`src/hdl/rmd_pkg.sv`:
```
// ----------------------------------------------------------------------------
// rmd_pkg
// Shared types, constants, round tables and microcode for the RIPEMD-160 hasher.
// ----------------------------------------------------------------------------
package rmd_pkg;

	localparam int WORD_W       = 32;
	localparam int BUF_DEPTH    = 16;
	localparam int BUF_AW       = $clog2(BUF_DEPTH);
	localparam int LEN_W        = 61;
	localparam int ROUNDS       = 80;
	localparam int RND_W        = $clog2(ROUNDS);
	localparam int DIGEST_WORDS = 5;
	localparam int IDX_W        = $clog2(DIGEST_WORDS);

	typedef logic [WORD_W-1:0] word_t;
	typedef logic [RND_W-1:0]  rnd_t;
	typedef logic [0:ROUNDS-1][3:0] rtab_t;

	localparam word_t IV [DIGEST_WORDS] = '{
		32'h67452301, 32'hEFCDAB89, 32'h98BADCFE, 32'h10325476, 32'hC3D2E1F0
	};

	// message word select and rotate amounts, one nibble per round
	localparam rtab_t WL = 320'h0123456789abcdef_74d1a6f3c0952eb8_3ae49f812706db5c_19ba08c4d37fe562_40597c2ae138b6fd;
	localparam rtab_t WR = 320'h5e7092b4d6f81a3c_6b370d5aef8c4912_f5137e69b8c2a04d_86413bf05c2d97ae_cfa4158762de039b;
	localparam rtab_t SL = 320'hbefc5879bdef6798_768db97f7cf9b7dc_bd67e9dfe8d65c75_bcefef989e56865c_9f5b68dc5cdeb856;
	localparam rtab_t SR = 320'h899bdff5778beec6_9df7c89b77c76fdb_97fb866ecd5edd75_f58bee6e69c9c5f8_85c9c5e68d65fdbb;

	typedef enum logic [2:0] {
		OP_WAIT_IN,
		OP_PAD,
		OP_CINIT,
		OP_ROUND,
		OP_FINAL,
		OP_OUT
	} op_t;

	typedef enum logic [1:0] {
		JK_GOTO,
		JK_UNTIL,
		JK_DISPATCH
	} jump_t;

	typedef enum logic [1:0] {
		CD_NONE,
		CD_LAST_ROUND,
		CD_OUT_DONE
	} cond_t;

	typedef enum logic [2:0] {
		UP_IDLE,
		UP_PAD,
		UP_CINIT,
		UP_ROUND,
		UP_FINAL,
		UP_OUT
	} upc_t;

	typedef struct packed {
		op_t   op;
		jump_t jk;
		cond_t cond;
		upc_t  target;
	} ucw_t;

	// datapath status seen by the sequencer
	typedef struct packed {
		logic full;
		logic pad;
		logic fin;
		logic last_round;
		logic out_done;
	} stat_t;

	function automatic ucw_t ucode(upc_t pc);
		ucw_t w;
		unique case (pc)
			UP_IDLE:  w = '{op: OP_WAIT_IN, jk: JK_DISPATCH, cond: CD_NONE,       target: UP_IDLE};
			UP_PAD:   w = '{op: OP_PAD,     jk: JK_DISPATCH, cond: CD_NONE,       target: UP_PAD};
			UP_CINIT: w = '{op: OP_CINIT,   jk: JK_GOTO,     cond: CD_NONE,       target: UP_ROUND};
			UP_ROUND: w = '{op: OP_ROUND,   jk: JK_UNTIL,    cond: CD_LAST_ROUND, target: UP_FINAL};
			UP_FINAL: w = '{op: OP_FINAL,   jk: JK_DISPATCH, cond: CD_NONE,       target: UP_FINAL};
			UP_OUT:   w = '{op: OP_OUT,     jk: JK_UNTIL,    cond: CD_OUT_DONE,   target: UP_IDLE};
			default:  w = '{op: OP_WAIT_IN, jk: JK_GOTO,     cond: CD_NONE,       target: UP_IDLE};
		endcase
		return w;
	endfunction

	function automatic logic [3:0] tab_sel(rtab_t tab, rnd_t r);
		logic [3:0] v;
		v = 4'd0;
		if (r < RND_W'(ROUNDS)) v = tab[r];
		return v;
	endfunction

	function automatic word_t k_left(logic [2:0] g);
		word_t k;
		case (g)
			3'd1:    k = 32'h5A827999;
			3'd2:    k = 32'h6ED9EBA1;
			3'd3:    k = 32'h8F1BBCDC;
			3'd4:    k = 32'hA953FD4E;
			default: k = 32'h00000000;
		endcase
		return k;
	endfunction

	function automatic word_t k_right(logic [2:0] g);
		word_t k;
		case (g)
			3'd0:    k = 32'h50A28BE6;
			3'd1:    k = 32'h5C4DD124;
			3'd2:    k = 32'h6D703EF3;
			3'd3:    k = 32'h7A6D76E9;
			default: k = 32'h00000000;
		endcase
		return k;
	endfunction

	function automatic word_t bfun(logic [2:0] g, word_t x, word_t y, word_t z);
		word_t f;
		case (g)
			3'd0:    f = x ^ y ^ z;
			3'd1:    f = (x & y) | (~x & z);
			3'd2:    f = (x | ~y) ^ z;
			3'd3:    f = (x & z) | (y & ~z);
			default: f = x ^ (y | ~z);
		endcase
		return f;
	endfunction

	function automatic word_t rotl(word_t x, logic [4:0] s);
		logic [2*WORD_W-1:0] d;
		d = {x, x} << s;
		return d[2*WORD_W-1:WORD_W];
	endfunction

endpackage

```
`src/hdl/rmd_ram.sv`:
```
// ----------------------------------------------------------------------------
// rmd_ram
// Generic RAM: one write port, two read ports with registered read data.
// ----------------------------------------------------------------------------
module rmd_ram #(
	parameter int WIDTH = 32,
	parameter int DEPTH = 16,
	localparam int AW = $clog2(DEPTH)
) (
	input  logic             clk,
	input  logic             we,
	input  logic [AW-1:0]    waddr,
	input  logic [WIDTH-1:0] wdata,
	input  logic [AW-1:0]    raddr_a,
	input  logic [AW-1:0]    raddr_b,
	output logic [WIDTH-1:0] rdata_a,
	output logic [WIDTH-1:0] rdata_b
);

	logic [WIDTH-1:0] mem [DEPTH];

	always_ff @(posedge clk) begin
		if (we) begin
			mem[waddr] <= wdata;
		end
		rdata_a <= mem[raddr_a];
		rdata_b <= mem[raddr_b];
	end

endmodule

```
`src/hdl/rmd_seq.sv`:
```
// ----------------------------------------------------------------------------
// rmd_seq
// Microcode sequencer: step counter, control store and jump logic.
// ----------------------------------------------------------------------------
module rmd_seq import rmd_pkg::*; (
	input  logic  clk,
	input  logic  arst_n,
	input  stat_t stat,
	output op_t   op
);

	upc_t upc_q;
	upc_t upc_n;
	ucw_t ucw;
	logic cond_hit;

	always_ff @(posedge clk or negedge arst_n) begin
		if (!arst_n) begin
			upc_q <= UP_IDLE;
		end else begin
			upc_q <= upc_n;
		end
	end

	// control word of the current step
	always_comb begin
		ucw = ucode(upc_q);
		op  = ucw.op;
	end

	always_comb begin
		unique case (ucw.cond)
			CD_LAST_ROUND: cond_hit = stat.last_round;
			CD_OUT_DONE:   cond_hit = stat.out_done;
			default:       cond_hit = 1'b0;
		endcase
	end

	always_comb begin
		unique case (ucw.jk)
			JK_GOTO:  upc_n = ucw.target;
			JK_UNTIL: upc_n = cond_hit ? ucw.target : upc_q;
			JK_DISPATCH: begin
				if (stat.full) begin
					upc_n = UP_CINIT;
				end else if (stat.fin) begin
					upc_n = UP_OUT;
				end else if (stat.pad) begin
					upc_n = UP_PAD;
				end else begin
					upc_n = UP_IDLE;
				end
			end
			default: upc_n = UP_IDLE;
		endcase
	end

endmodule

```
`src/hdl/rmd_dp.sv`:
```
// ----------------------------------------------------------------------------
// rmd_dp
// Datapath: block buffer, length and pad control, shared double-line round
// unit, chaining value and digest output register.
// ----------------------------------------------------------------------------
module rmd_dp import rmd_pkg::*; (
	input  logic        clk,
	input  logic        arst_n,
	input  op_t         op,
	output stat_t       stat,
	input  logic        in_valid,
	output logic        in_stall,
	input  word_t       data_word,
	input  logic [2:0]  bytes_valid,
	input  logic        last_word,
	output logic        out_valid,
	input  logic        out_stall,
	output word_t       digest_word,
	output logic [2:0]  word_index,
	output logic        digest_last
);

	localparam logic [BUF_AW-1:0] LO_POS   = BUF_AW'(BUF_DEPTH - 2);
	localparam logic [BUF_AW-1:0] LAST_POS = BUF_AW'(BUF_DEPTH - 1);

	word_t             chain_q [DIGEST_WORDS];
	word_t             lv_q [5];
	word_t             rv_q [5];
	logic [BUF_AW-1:0] filled_q;
	logic [LEN_W-1:0]  len_q;
	logic              pad_q;
	logic              need80_q;
	logic              lo_done_q;
	logic              final_q;
	rnd_t              cnt_q;
	logic              out_valid_q;
	word_t             out_word_q;
	logic [2:0]        out_idx_q;
	logic              out_last_q;

	logic              acc;
	logic              push;
	logic              full;
	logic              out_load;
	logic              out_done;
	logic [2:0]        nb_eff;
	word_t             in_word;
	word_t             pad_word;
	word_t             push_word;
	rnd_t              rd_round;
	word_t             w_l;
	word_t             w_r;
	logic [2:0]        g_l;
	logic [2:0]        g_r;
	word_t             t_l;
	word_t             t_r;
	logic [IDX_W-1:0]  oidx;

	assign acc      = in_valid && (op == OP_WAIT_IN);
	assign in_stall = (op != OP_WAIT_IN);

	// a short word counts only when it is the last one
	assign nb_eff = (!last_word || bytes_valid > 3'd4) ? 3'd4 : bytes_valid;

	always_comb begin
		case (nb_eff)
			3'd0:    in_word = 32'h00000080;
			3'd1:    in_word = {16'h0000, 8'h80, data_word[7:0]};
			3'd2:    in_word = {8'h00, 8'h80, data_word[15:0]};
			3'd3:    in_word = {8'h80, data_word[23:0]};
			default: in_word = data_word;
		endcase
	end

	// pad sequence: pad byte, zero fill, then bit length low and high words
	always_comb begin
		if (need80_q) begin
			pad_word = 32'h00000080;
		end else if (filled_q == LO_POS) begin
			pad_word = {len_q[28:0], 3'b000};
		end else if (filled_q == LAST_POS && lo_done_q) begin
			pad_word = len_q[LEN_W-1:29];
		end else begin
			pad_word = '0;
		end
	end

	assign push      = acc || (op == OP_PAD);
	assign push_word = (op == OP_PAD) ? pad_word : in_word;
	assign full      = push && (filled_q == LAST_POS);

	assign oidx     = cnt_q[IDX_W-1:0];
	assign out_load = (op == OP_OUT) && (!out_valid_q || !out_stall);
	assign out_done = out_load && (oidx == IDX_W'(DIGEST_WORDS - 1));

	always_comb begin
		stat.full       = full;
		stat.pad        = (pad_q || (acc && last_word)) && !out_done;
		stat.fin        = (final_q || ((op == OP_PAD) && !need80_q && lo_done_q
			&& filled_q == LAST_POS)) && !out_done;
		stat.last_round = (cnt_q == RND_W'(ROUNDS - 1));
		stat.out_done   = out_done;
	end

	// read addresses run one round ahead of the round unit
	assign rd_round = (op == OP_ROUND) ? cnt_q + RND_W'(1) : '0;

	rmd_ram #(
		.WIDTH (WORD_W),
		.DEPTH (BUF_DEPTH)
	) u_buf (
		.clk     (clk),
		.we      (push),
		.waddr   (filled_q),
		.wdata   (push_word),
		.raddr_a (tab_sel(WL, rd_round)),
		.raddr_b (tab_sel(WR, rd_round)),
		.rdata_a (w_l),
		.rdata_b (w_r)
	);

	assign g_l = cnt_q[RND_W-1:4];
	assign g_r = 3'd4 - g_l;
	assign t_l = rotl(lv_q[0] + bfun(g_l, lv_q[1], lv_q[2], lv_q[3]) + w_l + k_left(g_l),
		{1'b0, tab_sel(SL, cnt_q)}) + lv_q[4];
	assign t_r = rotl(rv_q[0] + bfun(g_r, rv_q[1], rv_q[2], rv_q[3]) + w_r + k_right(g_l),
		{1'b0, tab_sel(SR, cnt_q)}) + rv_q[4];

	always_ff @(posedge clk) begin
		if (op == OP_CINIT) begin
			for (int i = 0; i < 5; i++) begin
				lv_q[i] <= chain_q[i];
				rv_q[i] <= chain_q[i];
			end
		end else if (op == OP_ROUND) begin
			lv_q[0] <= lv_q[4];
			lv_q[4] <= lv_q[3];
			lv_q[3] <= rotl(lv_q[2], 5'd10);
			lv_q[2] <= lv_q[1];
			lv_q[1] <= t_l;
			rv_q[0] <= rv_q[4];
			rv_q[4] <= rv_q[3];
			rv_q[3] <= rotl(rv_q[2], 5'd10);
			rv_q[2] <= rv_q[1];
			rv_q[1] <= t_r;
		end
	end

	always_ff @(posedge clk or negedge arst_n) begin
		if (!arst_n) begin
			for (int i = 0; i < DIGEST_WORDS; i++) begin
				chain_q[i] <= IV[i];
			end
			filled_q  <= '0;
			len_q     <= '0;
			pad_q     <= 1'b0;
			need80_q  <= 1'b0;
			lo_done_q <= 1'b0;
			final_q   <= 1'b0;
			cnt_q     <= '0;
		end else begin
			if (push) begin
				filled_q <= filled_q + 1'b1;
			end
			if (acc) begin
				len_q <= len_q + LEN_W'(nb_eff);
				if (last_word) begin
					pad_q     <= 1'b1;
					need80_q  <= (nb_eff == 3'd4);
					lo_done_q <= 1'b0;
					final_q   <= 1'b0;
				end
			end
			if (op == OP_PAD) begin
				if (need80_q) begin
					need80_q <= 1'b0;
				end else if (filled_q == LO_POS) begin
					lo_done_q <= 1'b1;
				end else if (filled_q == LAST_POS && lo_done_q) begin
					final_q <= 1'b1;
				end
			end
			unique case (op)
				OP_CINIT: cnt_q <= '0;
				OP_ROUND: cnt_q <= cnt_q + RND_W'(1);
				OP_FINAL: begin
					cnt_q      <= '0;
					chain_q[0] <= chain_q[1] + lv_q[2] + rv_q[3];
					chain_q[1] <= chain_q[2] + lv_q[3] + rv_q[4];
					chain_q[2] <= chain_q[3] + lv_q[4] + rv_q[0];
					chain_q[3] <= chain_q[4] + lv_q[0] + rv_q[1];
					chain_q[4] <= chain_q[0] + lv_q[1] + rv_q[2];
				end
				OP_OUT: begin
					if (out_load && !out_done) begin
						cnt_q <= cnt_q + RND_W'(1);
					end
				end
				default: begin
				end
			endcase
			// digest handed off: back to the initial state
			if (out_done) begin
				for (int i = 0; i < DIGEST_WORDS; i++) begin
					chain_q[i] <= IV[i];
				end
				len_q     <= '0;
				pad_q     <= 1'b0;
				need80_q  <= 1'b0;
				lo_done_q <= 1'b0;
				final_q   <= 1'b0;
				cnt_q     <= '0;
			end
		end
	end

	always_ff @(posedge clk or negedge arst_n) begin
		if (!arst_n) begin
			out_valid_q <= 1'b0;
		end else if (out_load) begin
			out_valid_q <= 1'b1;
		end else if (out_valid_q && !out_stall) begin
			out_valid_q <= 1'b0;
		end
	end

	always_ff @(posedge clk) begin
		if (out_load) begin
			out_word_q <= chain_q[oidx];
			out_idx_q  <= 3'(oidx);
			out_last_q <= (oidx == IDX_W'(DIGEST_WORDS - 1));
		end
	end

	assign out_valid   = out_valid_q;
	assign digest_word = out_word_q;
	assign word_index  = out_idx_q;
	assign digest_last = out_last_q;

	a_cinit_empty: assert property (@(posedge clk) disable iff (!arst_n)
		(op == OP_CINIT) |-> (filled_q == '0))
		else $error("compression started with a partly filled buffer");

	a_done_clears: assert property (@(posedge clk) disable iff (!arst_n)
		out_done |=> (len_q == '0 && !pad_q && chain_q[0] == IV[0]))
		else $error("state not restored after digest");

	a_lo_order: assert property (@(posedge clk) disable iff (!arst_n)
		lo_done_q |-> (pad_q && !need80_q))
		else $error("length word pushed before pad byte");

	a_final_order: assert property (@(posedge clk) disable iff (!arst_n)
		final_q |-> (lo_done_q && filled_q == '0))
		else $error("length high word without low word");

endmodule

```
`src/hdl/ripemd160_hash.sv`:
```
// ----------------------------------------------------------------------------
// ripemd160_hash
// RIPEMD-160 message hasher with a microcoded round sequencer.
// ----------------------------------------------------------------------------
// Input channel: in_valid/in_stall carry one message word per accept, first
// byte in bits 7:0. bytes_valid gives the valid low bytes; only the word
// marked last_word may be short, and it may be empty.
// Output channel: out_valid/out_stall carry the five digest words h0..h4,
// word_index 0..4, digest_last on the fifth.
// Words are accepted only while the sequencer waits for input. Every full
// block then takes a load step, the 80 rounds of the shared double-line
// round unit (one round per cycle, message words read from the two-port
// block buffer one round ahead), and a feed-forward step. After the last
// word, the padding words are pushed one per cycle between compressions
// (one or two blocks); digest words follow one per cycle unless stalled.
// The output register lets the next message start while the final digest
// word still waits; a stalled receiver holds the word and pauses the digest.
// Reset loads the initial chaining value and clears length and pad state;
// the block then waits for a new message.
// ----------------------------------------------------------------------------
module ripemd160_hash import rmd_pkg::*; (
	input  logic        clk,
	input  logic        arst_n,
	input  logic        in_valid,
	output logic        in_stall,
	input  logic [31:0] data_word,
	input  logic [2:0]  bytes_valid,
	input  logic        last_word,
	output logic        out_valid,
	input  logic        out_stall,
	output logic [31:0] digest_word,
	output logic [2:0]  word_index,
	output logic        digest_last
);

	op_t   op;
	stat_t stat;

	rmd_seq u_seq (
		.clk    (clk),
		.arst_n (arst_n),
		.stat   (stat),
		.op     (op)
	);

	rmd_dp u_dp (
		.clk         (clk),
		.arst_n      (arst_n),
		.op          (op),
		.stat        (stat),
		.in_valid    (in_valid),
		.in_stall    (in_stall),
		.data_word   (data_word),
		.bytes_valid (bytes_valid),
		.last_word   (last_word),
		.out_valid   (out_valid),
		.out_stall   (out_stall),
		.digest_word (digest_word),
		.word_index  (word_index),
		.digest_last (digest_last)
	);

endmodule
```
`config.mk`:
```
export PLATFORM = sky130hd
export DESIGN_NAME = ripemd160_hash
export DESIGN_NICKNAME = d
export VERILOG_FILES = /design/src/hdl/rmd_pkg.sv /design/src/hdl/rmd_ram.sv /design/src/hdl/rmd_seq.sv /design/src/hdl/rmd_dp.sv /design/src/hdl/ripemd160_hash.sv
export SDC_FILE = /design/constraint.sdc
export NUM_CORES = 2
export LEC_CHECK = 0
export BUFFER_PORTS_ARGS = -buffer_cell sky130_fd_sc_hd__clkbuf_2
export CORE_MARGIN = 3
export CORE_UTILIZATION = 50
export DETAILED_ROUTE_END_ITERATION = 7
export HOLD_SLACK_MARGIN = 0.05
export PLACE_DENSITY = 0.76
export REMOVE_ABC_BUFFERS = 1
export SLEW_MARGIN = 30
export SYNTH_ARGS = -nofsm -noshare
export SYNTH_HDL_FRONTEND = slang
export SYNTH_SLANG_ARGS = --single-unit
```
`constraint.sdc`:
```
create_clock -name clk -period 22 [get_ports clk]
set_clock_uncertainty 0.2 [all_clocks]
set_input_delay 0 -clock clk [delete_from_list [all_inputs] [get_ports clk]]
set_output_delay 0 -clock clk [all_outputs]
set_load 0.01 [all_outputs]
```
== Word-level counts from Yosys, hierarchy flattened ==
Memory sizes are Yosys's and may differ from the RTL's. A register that Yosys moved wholly into a read port is not among the register bits.
Cells that the tools add are included.
Word-level totals
  output and inout bits: 38
  word-level logic and storage cells: 246
  bits in latches: 0
  memories kept: 7
  input port bits: 40
  bits in registers: 276
  memory bits (read-only): 2048
  bits in writable memories: 832
Memories
  (no name shown): words 128, width 4, rd ports 1, clocked after Yosys merged registers in 0, write ports 0, RTL line rmd_pkg.sv:93  | if (r < RND_W'(ROUNDS)) v = tab[r];
  (no name shown): words 128, width 4, rd ports 1, clocked after Yosys merged registers in 0, write ports 0, RTL line rmd_pkg.sv:93
  (no name shown): words 128, width 4, rd ports 1, clocked after Yosys merged registers in 0, write ports 0, RTL line rmd_pkg.sv:93
  (no name shown): words 128, width 4, rd ports 1, clocked after Yosys merged registers in 0, write ports 0, RTL line rmd_pkg.sv:93
  u_dp.u_buf.mem: words 16, width 32, rd ports 2, clocked after Yosys merged registers in 2, write ports 1, RTL line rmd_ram.sv:20  | logic [WIDTH-1:0] mem [DEPTH];
  u_dp.lv_q: words 5, width 32, rd ports 5, clocked after Yosys merged registers in 0, write ports 5, RTL line rmd_dp.sv:27  | word_t lv_q [5];
  1 more memories
Operators by class
  $mul: 0
  shift operators: 2
  eq/ne operators: 31
  divide/modulo/power cells: 0
  $lt $le $gt $ge: 6
  reductions and logical operators: 38
  bitwise gates (word level): 43
  add/subtract/negate cells: 22
  mux-type cells: 80
Operator list (count)
  $add A32 B32 Y32: 17
  $mux W32: 16
  $pmux W32 S4: 4
  $mux W160: 2
  $and A32 B32 Y32: 8
  $or A32 B32 Y32: 8
  $xor A32 B32 Y32: 8
  $not A32 Y32: 6
  $shl A64 B4 Y64: 2
  $pmux W31 S4: 1
  $mux W61: 2
  $bmux W32 S3: 1
  $add A61 B3 Y61: 1
  $pmux W10 S6: 1
  $mux W4: 12
  $add A32 B31 Y32: 1
  $mux W1: 31
  $eq A3 B2 Y1 const B: 10
  $eq A3 B3 Y1 const B: 7
  $mux W7: 3
  $pmux W7 S3: 1
  $ge A8 B8 Y1 const B: 2
  $not A7 Y8: 2
  $eq A3 B1 Y1 const B: 5
  other kinds (27): 71

== Logic depth before layout (Yosys ltp) ==
  depth in word-level cells: 11
  depth in mapped cells: 44
  gate-level depth less buffers: 42

== Hierarchy ==
A second synthesis with hierarchy kept.
Unflattened totals
  cell total of the unflattened synthesis: 7455
  area, all modules: 80156.9 sq um
By module, submodules not included
  rmd_dp: times used 1, sequential area each 16721.0 sq um, area an instance 55722.2 sq um, cells each 6286
  rmd_ram: times used 1, sequential area each 16656.0 sq um, area an instance 24188.2 sq um, cells each 1141
  rmd_seq: times used 1, sequential area each 75.1 sq um, area an instance 246.5 sq um, cells each 28

== Least setup slack after synthesis ==
OpenSTA, ideal clock, no wires.
  kind: reg2reg
  from: reg u_dp.cnt_q[5]
  to: mem u_dp.rv_q[0][62] (netlist name), data pin
  path buffers: 5
  library setup time: 265 ps
  data required time: 21535 ps
  data arrival time: 8967 ps
  cell stages (with the launch flop): 42
  period minus slack after synthesis: 9432 ps
  setup slack: 12568 ps
  cells stage by stage: dfrtp_1 > buf_2 > buf_2 > clkbuf_1 > clkbuf_1 > clkbuf_1 > mux2i_1 > xnor2_1 > o22ai_1 > a21oi_1 > fa_1 > fa_1 > inv_1 > ha_1 > inv_1 > fa_1 > nand2b_1 > a21oi_1 > [6 not listed] > mux2_2 > o21ai_0 > a21o_1 > mux2i_1 > ha_1 > fa_1 > a21o_1 > a21o_1 > a21oi_1 > o21ai_1 > a21oi_1 > nor3_1 > o41ai_2 > a21oi_1 > a21oi_1 > o21ai_0 > and4_1 > or3_1
RTL lines
  start: declaration: RTL line rmd_dp.sv:35  | rnd_t cnt_q;
  start signal: assignment: RTL line rmd_dp.sv:185  | OP_ROUND: cnt_q <= cnt_q + RND_W'(1);
  start signal: assignment: RTL line rmd_dp.sv:196  | cnt_q <= cnt_q + RND_W'(1);
  end: declaration: RTL line rmd_dp.sv:28  | word_t rv_q [5];

==> metrics <==
via count 72,100; clk buf depth 3; count leader, synth nand2_1; Slew HR 26.9%; Final Non-Filler Cells 10,900; Final WS setup just under 10 ns; Initial Utilization between 50% and 60%; Tcrit/Tclk final between 50% and 60%; largest net degree at the start of global routing 217; Total Wirelength ~310,000 µm; Unique masters post-synth 113; failing checks DRC; Chip Width about 410 µm; most frequent CP cell a21oi_1; Post-synth EDFFs approximately 870; Worst Path Max Fanout 44; first-pass GRT wire length 448,000 µm; Most Crowded Layer GR met2; 1st-iter DRT viols between 9,000 and 10,000; Max Fclk 81.9 MHz; core footprint approximately 160,000 µm²; Area Growth Syn to Fin 8.93%; final hold viol count 0; max-slew violations 0; Yosys top cell area share 31.6%; CTS tree built; #FFs+latches synth between 1,000 and 1,500; Fin Hold WS about 0.097 ns; status finished, violations left; H-tree Lvls 4; Slowest-stage cell, CP o41ai_2; slowest stage delay, CP 0.76 ns; Seq/Total Area, Yosys between 40% and 50%; min-delay worst type in -> async; total negative setup slack 0 ns; max_cap viols 0; Syn Inst Count ~8,700; pre-CTS setup slack around 10 ns; Synth Cell Area 82,600 µm²; routed vias/inst about 6.6; async set or reset register ratio after synthesis 20.5%; GR Layer Usage met1 44.6%; Synth area leaders edfxtp_1, nand2_1, fa_1; arrival time of the worst setup path 12.54 ns; Top FF cell, synth edfxtp_1; grt total ovfl 0; synthesized area per cell 9.50 µm²; first-pass detailed-route iteration total 8; CTS root buf clkbuf_16; Synth area leader edfxtp_1; chip height slightly above 400 µm; initial antenna violation count 22; I/O pin cnt a little under 80; DPL Wire Length roughly 220,000 µm; Post-CTS Setup Inserts 0; DRC Markers 4; Buffers on Ports 77; GRT met2 Usage between 50% and 60%; placed insts between 10,000 and 15,000; vias in the first global route between 60,000 and 70,000; row count approximately 150; startpoint types flop; met3 Use GR around a tenth; Die Footprint ~170,000 µm²; WL/cell approximately 28 µm; Final Setup Violations 0; Required @ worst endpoint approximately 22 ns; antenna-violating nets left 0; worst slew pin tran 1.09 ns; Final Wtd Congestion about 1.1; synth cell count leaders nand2_1, edfxtp_1, a21oi_1; crit end category flop; CP Class reg -> reg; CTS Buf Count between 100 and 150; Syn. warnings 0; GRT Total Usage a little over a third; layout cell share with drive strength beyond 1 between 7 and 8%; Clk Latency, worst-skew pair 0.82 ns; Sink Count roughly 1,200; clock transition at the registers of the reported paths about 0.06 ns; RSZ-0062 raised after global routing no; nets@finish 9,261; minimum clock period ~12 ns
## layout by cell type, fill, tap and decap left out, drive strengths merged, types with 43 or more instances in the layout
cell / n
nand2: 1567
edfxtp: 868
a21oi: 535
o21ai: 515
inv: 465
nor2: 414
ha: 365
a211oi: 330
mux2i: 299
fa: 285
xnor2: 266
clkbuf: 262
nor2b: 232
a31oi: 169
dfrtp: 160
xor2: 148
nand3: 138
a21o: 120
and2: 118
buf: 109
nor3: 107
a311oi: 104
o22ai: 100
dfstp: 80
o211ai: 77
dfxtp: 64
and3: 58
nand2b: 52
dlygate4sd3: 50
a22oi: 43
## layer usage
| metal | routed length (µm) | vias up |
|---|---|---|
| li1 | - | 31000 |
| met1 | 112000 | 35000 |
| met2 | 134000 | 4999 |
| met3 | 39900 | 1081 |
| met4 | 23300 | 20 |
| met5 | 131 | - |
## cell type report
type	instances	area, µm²
antenna	4	10.0
clock buffer	186	3750
clock inverter	62	800
fill	13900	73600
inverter	457	1720
multi-input combinational	6571	45700
sequential	1172	33500
tap	2175	2720
timing repair buffer	235	1820
## logic make-up (layout without fill, tap and decap cells)
group | Yosys count | after routing | share of synthesized area, %
buf+inv | 948 | 940 | 4.71
simple gates | 2853 | 2853 | 15.4
flops | 1172 | 1172 | 40.5
other cells | 0 | 4 | 0
compound gates | 2313 | 2313 | 18.2
fa+ha+maj | 650 | 650 | 12.4
mux | 340 | 340 | 4.20
xor+xnor | 415 | 415 | 4.47
## path summary, 6_finish.rpt
path / start / endpoint / cells after the start / slack (ns)
max reg2reg: u_dp.cnt_q[4] / u_dp.rv_q[0][62] / 36 / 9.80
min: arst_n / u_dp.chain_q[100] / 4 / 0.1
min reg2reg: u_dp.final_q / u_dp.final_q / 2 / 0.32
min in group clk: in_valid / u_dp.len_q[0] / 4 / 0.17
max in group asynchronous: arst_n / u_dp.len_q[27] / 6 / 19.37
max: u_dp.cnt_q[4] / u_dp.rv_q[0][62] / 36 / 9.80
## registers in the layout (all words and copies together), names as in the netlist, 3 cells and up
register	flops
u_dp.rv_q	160
u_dp.word_index	3
u_dp.u_buf.rdata_a	32
u_dp.filled_q	4
u_dp.digest_word	32
u_dp.u_buf.rdata_b	32
u_dp.len_q	61
u_seq.upc_q	3
u_dp.cnt_q	7
u_dp.u_buf.mem	512
u_dp.chain_q	160
u_dp.lv_q	160
## critical path, delay by kind of cell, from the launching register on
family          cells  cell delay [ns]
compound gates     17             5.40
fa+ha+maj           6             2.59
buf+inv             4             1.46
simple gates        6             1.34
mux                 2             0.40
flops               1             0.33
xor+xnor            1             0.15
## stage by stage
| step | area, µm² | util, % |
|---|---|---|
| final | 90000 | 55.0 |
| after detailed placement | 84800 | 51.8 |
| after global placement | 84700 | 51.8 |
| after CTS | 89800 | 54.9 |
| after global routing | 89900 | 55.0 |
| after floorplan | 80400 | - |
## timing repair
item                                    CTS  global route
hold buffers                             51             0
endpoints found under the setup margin    0             0
endpoints found under the hold margin   673             0
resized for setup                         0             0
Power is not shown: default switching activity piles up to over one toggle a cycle in this logic, so the estimate is an artifact.
